==> src/rtl/core/todpt_pkg.sv <==
package todpt_pkg;

  // Day and channel limits
  localparam int unsigned HOURS_PER_DAY = 24;
  localparam int unsigned MAX_MINUTE    = 59;
  localparam int unsigned CHANNEL_MAX   = 31;
  localparam int unsigned TINT_SHIFT    = 8;

  // Reciprocal of sixty, scaled by 2^20: exact for every product below 2^13
  localparam int unsigned RECIP_60      = 17477;
  localparam int unsigned RECIP_SHIFT   = 20;

  // Register indexes on the configuration port
  localparam logic [1:0] REG_OVERRIDE_ENABLE = 2'd0;
  localparam logic [1:0] REG_OVERRIDE_HOUR   = 2'd1;
  localparam logic [1:0] REG_OVERRIDE_MINUTE = 2'd2;

  // Channel indexes inside a tint set
  localparam int unsigned CH_RED   = 0;
  localparam int unsigned CH_GREEN = 1;
  localparam int unsigned CH_BLUE  = 2;

  typedef struct packed {
    logic [4:0]  clock_hour;
    logic [5:0]  clock_minute;
    logic [14:0] source_color;
  } in_item_t;

  typedef struct packed {
    logic [14:0] tinted_color;
    logic        skipped;
  } out_item_t;

  // Q1.8 tints, element CH_RED .. CH_BLUE
  typedef logic [2:0][8:0] tint_set_t;

  function automatic tint_set_t mk_tint(input logic [8:0] r, input logic [8:0] g,
                                        input logic [8:0] b);
    tint_set_t t;
    t[CH_RED]   = r;
    t[CH_GREEN] = g;
    t[CH_BLUE]  = b;
    return t;
  endfunction

  // Hourly tint table; hour is already folded into 0..23
  function automatic tint_set_t tint_rom(input logic [4:0] hour);
    tint_set_t t;
    case (hour)
      5'd0, 5'd1, 5'd2, 5'd3:   t = mk_tint(9'd153, 9'd153, 9'd235);
      5'd4:                     t = mk_tint(9'd153, 9'd166, 9'd256);
      5'd5, 5'd6, 5'd7:         t = mk_tint(9'd179, 9'd179, 9'd230);
      5'd8:                     t = mk_tint(9'd230, 9'd217, 9'd256);
      5'd9:                     t = mk_tint(9'd256, 9'd230, 9'd256);
      5'd17:                    t = mk_tint(9'd256, 9'd250, 9'd230);
      5'd18:                    t = mk_tint(9'd230, 9'd179, 9'd171);
      5'd19:                    t = mk_tint(9'd192, 9'd168, 9'd197);
      5'd20:                    t = mk_tint(9'd179, 9'd161, 9'd209);
      5'd21, 5'd22, 5'd23:      t = mk_tint(9'd153, 9'd153, 9'd235);
      default:                  t = mk_tint(9'd256, 9'd256, 9'd256);
    endcase
    return t;
  endfunction

endpackage

==> src/rtl/core/time_of_day_palette_tint.sv <==
// Tints one RGB555 colour per clock for the time of day. A beat is taken on
// every cycle with start high (busy is always low) and its result appears on
// out_item with out_strobe high for one cycle, in order, after passing the
// five register stages (table lookup, minute product, divide by sixty by
// reciprocal, blend, channel scale and clamp). The receiver cannot stall the
// block. Configuration writes are always taken (cfg_ready high) and apply to
// beats accepted after the write.
module time_of_day_palette_tint (
  input  logic                 clk,
  input  logic                 rst_n,
  input  logic                 start,
  output logic                 busy,
  input  todpt_pkg::in_item_t  in_item,
  output logic                 out_strobe,
  output todpt_pkg::out_item_t out_item,
  input  logic                 cfg_valid,
  output logic                 cfg_ready,
  input  logic [1:0]           cfg_index,
  input  logic [5:0]           cfg_data
);

  // Configuration registers
  logic       ovr_en_r;
  logic [4:0] ovr_hour_r;
  logic [5:0] ovr_min_r;

  // Stage 1: lookup
  logic              v1_r;
  logic [14:0]       color1_r;
  logic [5:0]        min1_r;
  logic [8:0]        cur1_r  [3];
  logic signed [9:0] diff1_r [3];

  // Stage 2: minute product magnitude
  logic        v2_r;
  logic [14:0] color2_r;
  logic [8:0]  cur2_r [3];
  logic        neg2_r [3];
  logic [12:0] mag2_r [3];

  // Stage 3: quotient by sixty
  logic        v3_r;
  logic [14:0] color3_r;
  logic [8:0]  cur3_r [3];
  logic        neg3_r [3];
  logic [7:0]  q3_r   [3];

  // Stage 4: blended tint
  logic        v4_r;
  logic [14:0] color4_r;
  logic [8:0]  blend4_r [3];

  // Stage 5: output
  logic                 out_strobe_r;
  todpt_pkg::out_item_t out_item_r;

  // Combinational signals
  logic                 accept;
  logic [4:0]           hour_sel;
  logic [5:0]           min_sel;
  logic [4:0]           hour_fix;
  logic [5:0]           min_fix;
  logic [4:0]           hour_next;
  todpt_pkg::tint_set_t tint_cur;
  todpt_pkg::tint_set_t tint_nxt;
  logic signed [16:0]   prod2 [3];
  logic [16:0]          abs2  [3];
  logic [27:0]          qfull [3];
  logic signed [9:0]    sum4  [3];
  logic [13:0]          scale5 [3];
  logic [4:0]           ch5    [3];
  logic [14:0]          tinted_nxt;

  assign busy      = 1'b0;
  assign cfg_ready = 1'b1;
  assign accept    = start && !busy;

  // Hold configuration
  always_ff @(posedge clk) begin
    if (!rst_n) begin
      ovr_en_r   <= 1'b0;
      ovr_hour_r <= '0;
      ovr_min_r  <= '0;
    end else if (cfg_valid && cfg_ready) begin
      case (cfg_index)
        todpt_pkg::REG_OVERRIDE_ENABLE: ovr_en_r   <= cfg_data[0];
        todpt_pkg::REG_OVERRIDE_HOUR:   ovr_hour_r <= cfg_data[4:0];
        todpt_pkg::REG_OVERRIDE_MINUTE: ovr_min_r  <= cfg_data;
        default: ;
      endcase
    end
  end

  // Select time, fold hour into a day, saturate minute, look up both hours
  always_comb begin
    hour_sel  = ovr_en_r ? ovr_hour_r : in_item.clock_hour;
    min_sel   = ovr_en_r ? ovr_min_r : in_item.clock_minute;
    hour_fix  = (hour_sel >= 5'(todpt_pkg::HOURS_PER_DAY))
                ? hour_sel - 5'(todpt_pkg::HOURS_PER_DAY) : hour_sel;
    min_fix   = (min_sel > 6'(todpt_pkg::MAX_MINUTE))
                ? 6'(todpt_pkg::MAX_MINUTE) : min_sel;
    hour_next = (hour_fix == 5'(todpt_pkg::HOURS_PER_DAY - 1)) ? '0 : hour_fix + 5'd1;
    tint_cur  = todpt_pkg::tint_rom(hour_fix);
    tint_nxt  = todpt_pkg::tint_rom(hour_next);
  end

  // Per-channel arithmetic of stages 2 to 5
  always_comb begin
    for (int c = 0; c < 3; c++) begin
      prod2[c]  = 17'(diff1_r[c]) * $signed({11'b0, min1_r});
      abs2[c]   = prod2[c][16] ? 17'(-prod2[c]) : 17'(prod2[c]);
      qfull[c]  = 28'(mag2_r[c]) * 28'(todpt_pkg::RECIP_60);
      sum4[c]   = $signed({1'b0, cur3_r[c]})
                + (neg3_r[c] ? -$signed({2'b0, q3_r[c]}) : $signed({2'b0, q3_r[c]}));
      scale5[c] = 14'(color4_r[5*c +: 5]) * 14'(blend4_r[c]);
      ch5[c]    = (scale5[c][13:todpt_pkg::TINT_SHIFT] > 6'(todpt_pkg::CHANNEL_MAX))
                  ? 5'(todpt_pkg::CHANNEL_MAX) : scale5[c][12:todpt_pkg::TINT_SHIFT];
    end
    tinted_nxt = {ch5[todpt_pkg::CH_BLUE], ch5[todpt_pkg::CH_GREEN], ch5[todpt_pkg::CH_RED]};
  end

  // Advance valid bits
  always_ff @(posedge clk) begin
    if (!rst_n) begin
      v1_r         <= 1'b0;
      v2_r         <= 1'b0;
      v3_r         <= 1'b0;
      v4_r         <= 1'b0;
      out_strobe_r <= 1'b0;
    end else begin
      v1_r         <= accept;
      v2_r         <= v1_r;
      v3_r         <= v2_r;
      v4_r         <= v3_r;
      out_strobe_r <= v4_r;
    end
  end

  // Advance payload
  always_ff @(posedge clk) begin
    color1_r <= in_item.source_color;
    min1_r   <= min_fix;
    color2_r <= color1_r;
    color3_r <= color2_r;
    color4_r <= color3_r;
    for (int c = 0; c < 3; c++) begin
      cur1_r[c]   <= tint_cur[c];
      diff1_r[c]  <= $signed({1'b0, tint_nxt[c]}) - $signed({1'b0, tint_cur[c]});
      cur2_r[c]   <= cur1_r[c];
      neg2_r[c]   <= prod2[c][16];
      mag2_r[c]   <= abs2[c][12:0];
      cur3_r[c]   <= cur2_r[c];
      neg3_r[c]   <= neg2_r[c];
      q3_r[c]     <= qfull[c][todpt_pkg::RECIP_SHIFT +: 8];
      blend4_r[c] <= sum4[c][8:0];
    end
    out_item_r.tinted_color <= tinted_nxt;
    out_item_r.skipped      <= (color4_r == '0);
  end

  assign out_strobe = out_strobe_r;
  assign out_item   = out_item_r;

  // Every accepted beat yields a result strobe
  assert property (@(posedge clk) disable iff (!rst_n)
    accept |-> ##5 out_strobe)
    else $error("result missing five cycles after accepted beat");

  // A skipped colour leaves black
  assert property (@(posedge clk) disable iff (!rst_n)
    (out_strobe && out_item.skipped) |-> (out_item.tinted_color == '0))
    else $error("skipped result is not black");

  // No strobe without a beat in flight
  assert property (@(posedge clk) disable iff (!rst_n)
    out_strobe |-> $past(v4_r))
    else $error("result strobe without a beat in flight");

endmodule

==> config.mk <==
export PLATFORM = sky130hd
export DESIGN_NAME = time_of_day_palette_tint
export DESIGN_NICKNAME = d
export VERILOG_FILES = /design/src/rtl/core/todpt_pkg.sv /design/src/rtl/core/time_of_day_palette_tint.sv
export SDC_FILE = /design/constraint.sdc
export NUM_CORES = 1
export LEC_CHECK = 0
export BUFFER_PORTS_ARGS = -buffer_cell sky130_fd_sc_hd__buf_2
export CAP_MARGIN = 20
export CORE_MARGIN = 4
export CORE_UTILIZATION = 45
export DETAILED_ROUTE_END_ITERATION = 8
export HOLD_SLACK_MARGIN = 0.15
export PLACE_DENSITY = 0.67
export SETUP_SLACK_MARGIN = 0.5
export SYNTH_ARGS = -nofsm -noshare
export SYNTH_HDL_FRONTEND = slang
export SYNTH_SLANG_ARGS = --single-unit
==> constraint.sdc <==
create_clock -name clk -period 9 [get_ports clk]
set_clock_uncertainty 0.05 [all_clocks]
set_input_delay 0.45 -clock clk [delete_from_list [all_inputs] [get_ports clk]]
set_output_delay 0.45 -clock clk [all_outputs]
set_load 0.1 [all_outputs]
# Word level (Yosys, flattened, before mapping)
# Memories as Yosys holds them, arrays and structs flattened.
# Index checks and enable logic that the tools add are counted.
# op_classes
mul	9
muxes	10
eq_ne	3
reduce_logical	5
add_sub_neg	14
n_lt_le_gt_ge	5
# op_table
op	n
multiplier 13 x 15 -> 28 bit (second input constant)	3
multiplier 10 x 7 -> 17 bit	3
multiplier 5 x 9 -> 14 bit	3
two-way mux 13 bit	3
negator 13 bit	3
subtractor 9 x 9 -> 10 bit	3
adder 9 bit	3
two-way mux 9 bit	3
negator 8 -> 9 bit	3
> comparator 6 x 5 -> 1 bit (second input constant)	3
logical NOT 15 bit	1
two-way mux 5 bit	3
> comparator 6 bit (second input constant)	1
two-way mux 6 bit	1
AND reduction 2 bit	3
adder 5 x 1 -> 5 bit (second input constant)	1
== test 5 bit (second input constant)	1
>= comparator 5 bit (second input constant)	1
subtractor 5 bit (second input constant)	1
== test 2 x 1 -> 1 bit (second input constant)	1
== test 2 bit (second input constant)	1
logical NOT 2 bit	1
# word_totals
mem_bits_ro	1728
elab_cells	74
inputBits	38
regBits	99
ram_bits	207
mem_count	11
output_inout_bits	19
# mem_list
memory	depth	word_bits	rd	rd_ports_with_merged_regs	write_ports	line	text
(no name shown)	32	27	1	0	0	todpt_pkg.sv:49	case (hour)
(no name shown)	32	27	1	0	0	todpt_pkg.sv:49	
mag2_r	3	13	3	0	3	time_of_day_palette_tint.sv:39	logic [12:0] mag2_r [3];
diff1_r	3	10	3	0	3	time_of_day_palette_tint.sv:32	logic signed [9:0] diff1_r [3];
blend4_r	3	9	3	0	3	time_of_day_palette_tint.sv:51	logic [8:0] blend4_r [3];
cur1_r	3	9	3	0	3	time_of_day_palette_tint.sv:31	logic [8:0] cur1_r [3];
5 more memories	n/a	n/a	n/a	n/a	n/a	n/a	

# Depth between registers and ports, before layout
# An unclocked memory read counts as a cell.
# logic_depth
ltp_word	7
ltp_mapped	21
mapped_depth_nobuf	19

# Worst setup path after synthesis
# Ideal clock, no wire load.
# synth_timing
path_type	register -> register
from	register min1_r[3]
to	memory mag2_r[1][1], in the netlist mag2_r[0][14]
path_stages_with_launch	20
synth_period_minus_slack_ns	4.883
t_required_ns	8.829
t_arrival_ns	4.712
setup_time_ns	0.121
n_path_buf	2
setup_slack_ns	4.117
cell_sequence	dfxtp_1 > clkbuf_1 > and2_1 > fa_1 > inv_1 > fa_1 > inv_1 > fa_1 > inv_1 > fa_1 > inv_1 > ha_1 > o21a_1 > o31a_1 > or2_4 > o311a_1 > o21ai_2 > xnor2_1 > buf_6 > mux2_2
# synth_rtl
element	line	text
start: declaration	time_of_day_palette_tint.sv:30	logic [5:0] min1_r;
start signal: assignment	time_of_day_palette_tint.sv:142	min1_r <= min_fix;
end: declaration	time_of_day_palette_tint.sv:39	

==> impl_metrics.json <==
{
  "synth_fp_nets": 3403,
  "min-delay-path-class": "in2reg",
  "postRouteAntennaNets": 0,
  "place_congestion": 0.869,
  "yosys.area.top_type": "dfxtp_1",
  "cp.required_ns": 9.37,
  "core_area_sq_um": 56500,
  "num_vias": 18100,
  "rsz0062_at_grt": "no",
  "die_w_um": 247,
  "fin_nets": 3474,
  "dp_cells": 3459,
  "dp_hpwl_um": 40200,
  "slowest_delay_ns": 0.96,
  "ys_ff_latch": 297,
  "clock_latency_ns": 0.53,
  "totalWireLength_um": 49900,
  "drv_cap": 0,
  "synthDominantCellAreaShare": 0.231,
  "setup_viol": 0,
  "drc": 0,
  "period_needed_ns": 5.74,
  "antenna_found_initial": 0,
  "synth_edf_count": 0,
  "relSlewSlack": 0.322,
  "io_pins": 57,
  "fmax_ghz": 0.174,
  "antenna_cells": 0,
  "crit_chain": "and2_1 > fa_1 > fa_1 > fa_1 > fa_1 > ha_1 > a21oi_1 > o21ai_0 > a41oi_1 > nor2_1 > o21ai_2 > xnor2_1 > mux2_2",
  "ys_seq_area_frac": 0.231,
  "status": "completed",
  "die_y_um": 247,
  "finalSetupTns_ns": 0,
  "postCtsSetupBuffers": 0,
  "rows": 87,
  "die_area_sq_um": 61100,
  "ys_top_cells_by_area": "dfxtp_1 (23%), ha_1 (20%), fa_1 (19%), and2_1 (6.1%), inv_1 (5.5%)",
  "grt_max_degree": 36,
  "grt_pass1_wl_um": 86900,
  "drt-initial-drc-count": 769,
  "grt_pass1_vias": 18900,
  "wl_per_cell_um": 14.0,
  "cts.sinks": 297,
  "critical_path_class": "reg2reg",
  "crit_path_start_kind": "flop",
  "cts-buffers-inserted": 35,
  "synthCells": 2697,
  "async_flop_share": 0,
  "root_buffer": "clkbuf_16",
  "cp_num_buf_inv": 0,
  "synth.distinct_cells": 79,
  "htreeDepth": 2,
  "yosys_warnings": 0,
  "ys.flop_type": "dfxtp_1",
  "worst_setup_path_end_kind": "flop",
  "fin_cells": 3551,
  "area_growth_pct": 9.75,
  "cts_tree": "done",
  "finalCritPeriodShare": 0.637,
  "avgSynthCellArea_sq_um": 9.55,
  "crit_top_cell": "fa_1",
  "start_util": 0.456,
  "cp_slowest_cell": "dfxtp_1",
  "critPathTopFamily": "adder cells",
  "cts_buffer_depth": 3,
  "drv_slew": 0,
  "viasPerCell": 5.09,
  "track_usage": 0.167,
  "syn_area_sq_um": 25800,
  "clk_pin_slew_ns": 0.06,
  "worstMarginPinSlew_ns": 1.02,
  "gr-total-overflow": 0,
  "hold_viol_final": 0,
  "worstPathArrival_ns": 6.10,
  "critPathMaxFanout": 30,
  "drt_first_pass_iters": 5,
  "fillers": 5122,
  "io_buffers": 54,
  "drive_gt1_frac": 0.0483
}
[layout by cell type (no fill, tap or decap), drive strengths merged, types with 20 or more instances in the layout]
master and n:
o21ai 91, nor2 97, xnor2 113, inv 384, nand2 181, o21bai 20
dlygate4sd3 28, ha 422, buf 60, and2 253, mux2i 22, a21oi 137
xor2 52, fa 246, dfxtp 297, nand2b 21, clkbuf 46, nor3 23
a21o 57, nor2b 29, nand3 26
[routing by layer]
layer  vias up  GRT usage  routed length, um
met5         -          0                  0
li1       9025          -                  -
met4         0     0.0428                976
met2       267      0.295              24300
met3        76     0.0180               1500
met1      8722      0.218              23100
[final timing paths]
path | startpoint | end | slack, ns | cells after the start
worst min register to register | cur2_r[0][6] | cur3_r[0][6] | 0.27 | 0
worst max register to register | min1_r[1] | mag2_r[0][14] | 3.26 | 13
worst min-delay path | rst_n | ovr_hour_r[1] | 0.23 | 2
worst max-delay path | min1_r[1] | mag2_r[0][14] | 3.26 | 13
[layout make-up]
cell class	instances	area, sq um	area share
tap	756	946	0.0335
timing repair buffer	88	596	0.0211
sequential	297	5950	0.210
multi-input combinational	1967	18200	0.643
clock inverter	18	224	0.00792
clock buffer	46	967	0.0342
inverter	379	1420	0.0503
[through the flow]
| stage | util | worst slack, ns | hold slack (ns) | area [sq um] |
|---|---|---|---|---|
| floorplan | - | 4.12 | 0.260 | 25800 |
| global placement | 0.474 | 3.47 | 0.261 | 26800 |
| detailed placement | 0.474 | 3.26 | 0.262 | 26800 |
| CTS | 0.500 | 3.23 | 0.211 | 28300 |
| global route | 0.500 | 2.79 | 0.247 | 28300 |
| finish | 0.500 | 3.26 | 0.231 | 28300 |
[state kept, by name, indices dropped and copies added, names as in the netlist, 16 cells and up]
register and count:
mag2_r 39, diff1_r 30, blend4_r 27, cur1_r 24, cur2_r 24, cur3_r 24, q3_r 24, out_item 16
[synthesized netlist by cell type, types with 21 or more instances]
library cell and n:
nor3_1 23, clkbuf_1 44, ha_1 422, xnor2_1 112
and2_1 253, nand2_1 181, nand3_1 26, xor2_1 52
o21ai_0 85, mux2i_1 22, nand2b_1 21, fa_1 246
nor2b_1 28, a21o_1 57, nor2_1 97, a21oi_1 136
dfxtp_1 297, inv_1 378
[worst reg2reg max path, stage by stage (launching register included)]
cell and delay (ns):
dfxtp_1 0.96, and2_1 0.36, fa_1 0.57, fa_1 0.61
fa_1 0.45, fa_1 0.47, ha_1 0.32, a21oi_1 0.06
o21ai_0 0.29, a41oi_1 0.10, nor2_1 0.16, o21ai_2 0.07
xnor2_1 0.72, mux2_2 0.41
[logic make-up after synthesis]
| logic type | after synthesis | share of synthesized area |
|---|---|---|
| buffers and inverters | 433 | 0.0639 |
| other | 2 | 0.000292 |
| muxes | 24 | 0.00942 |
| AOI/OAI and AO/OA | 427 | 0.105 |
| xor gates and xnor gates | 165 | 0.0564 |
| DFF | 297 | 0.231 |
| and+or+nand+nor | 681 | 0.138 |
| adders and majority gates | 668 | 0.396 |
[timing repair]
action | in CTS | in global routing
resized for setup | 0 | 0
endpoints found under the hold margin | 33 | 0
hold buffers | 28 | 0
Power is left out: the tool's default activity adds up to more than one toggle a clock period on the data nets, which glitch-free logic cannot reach.
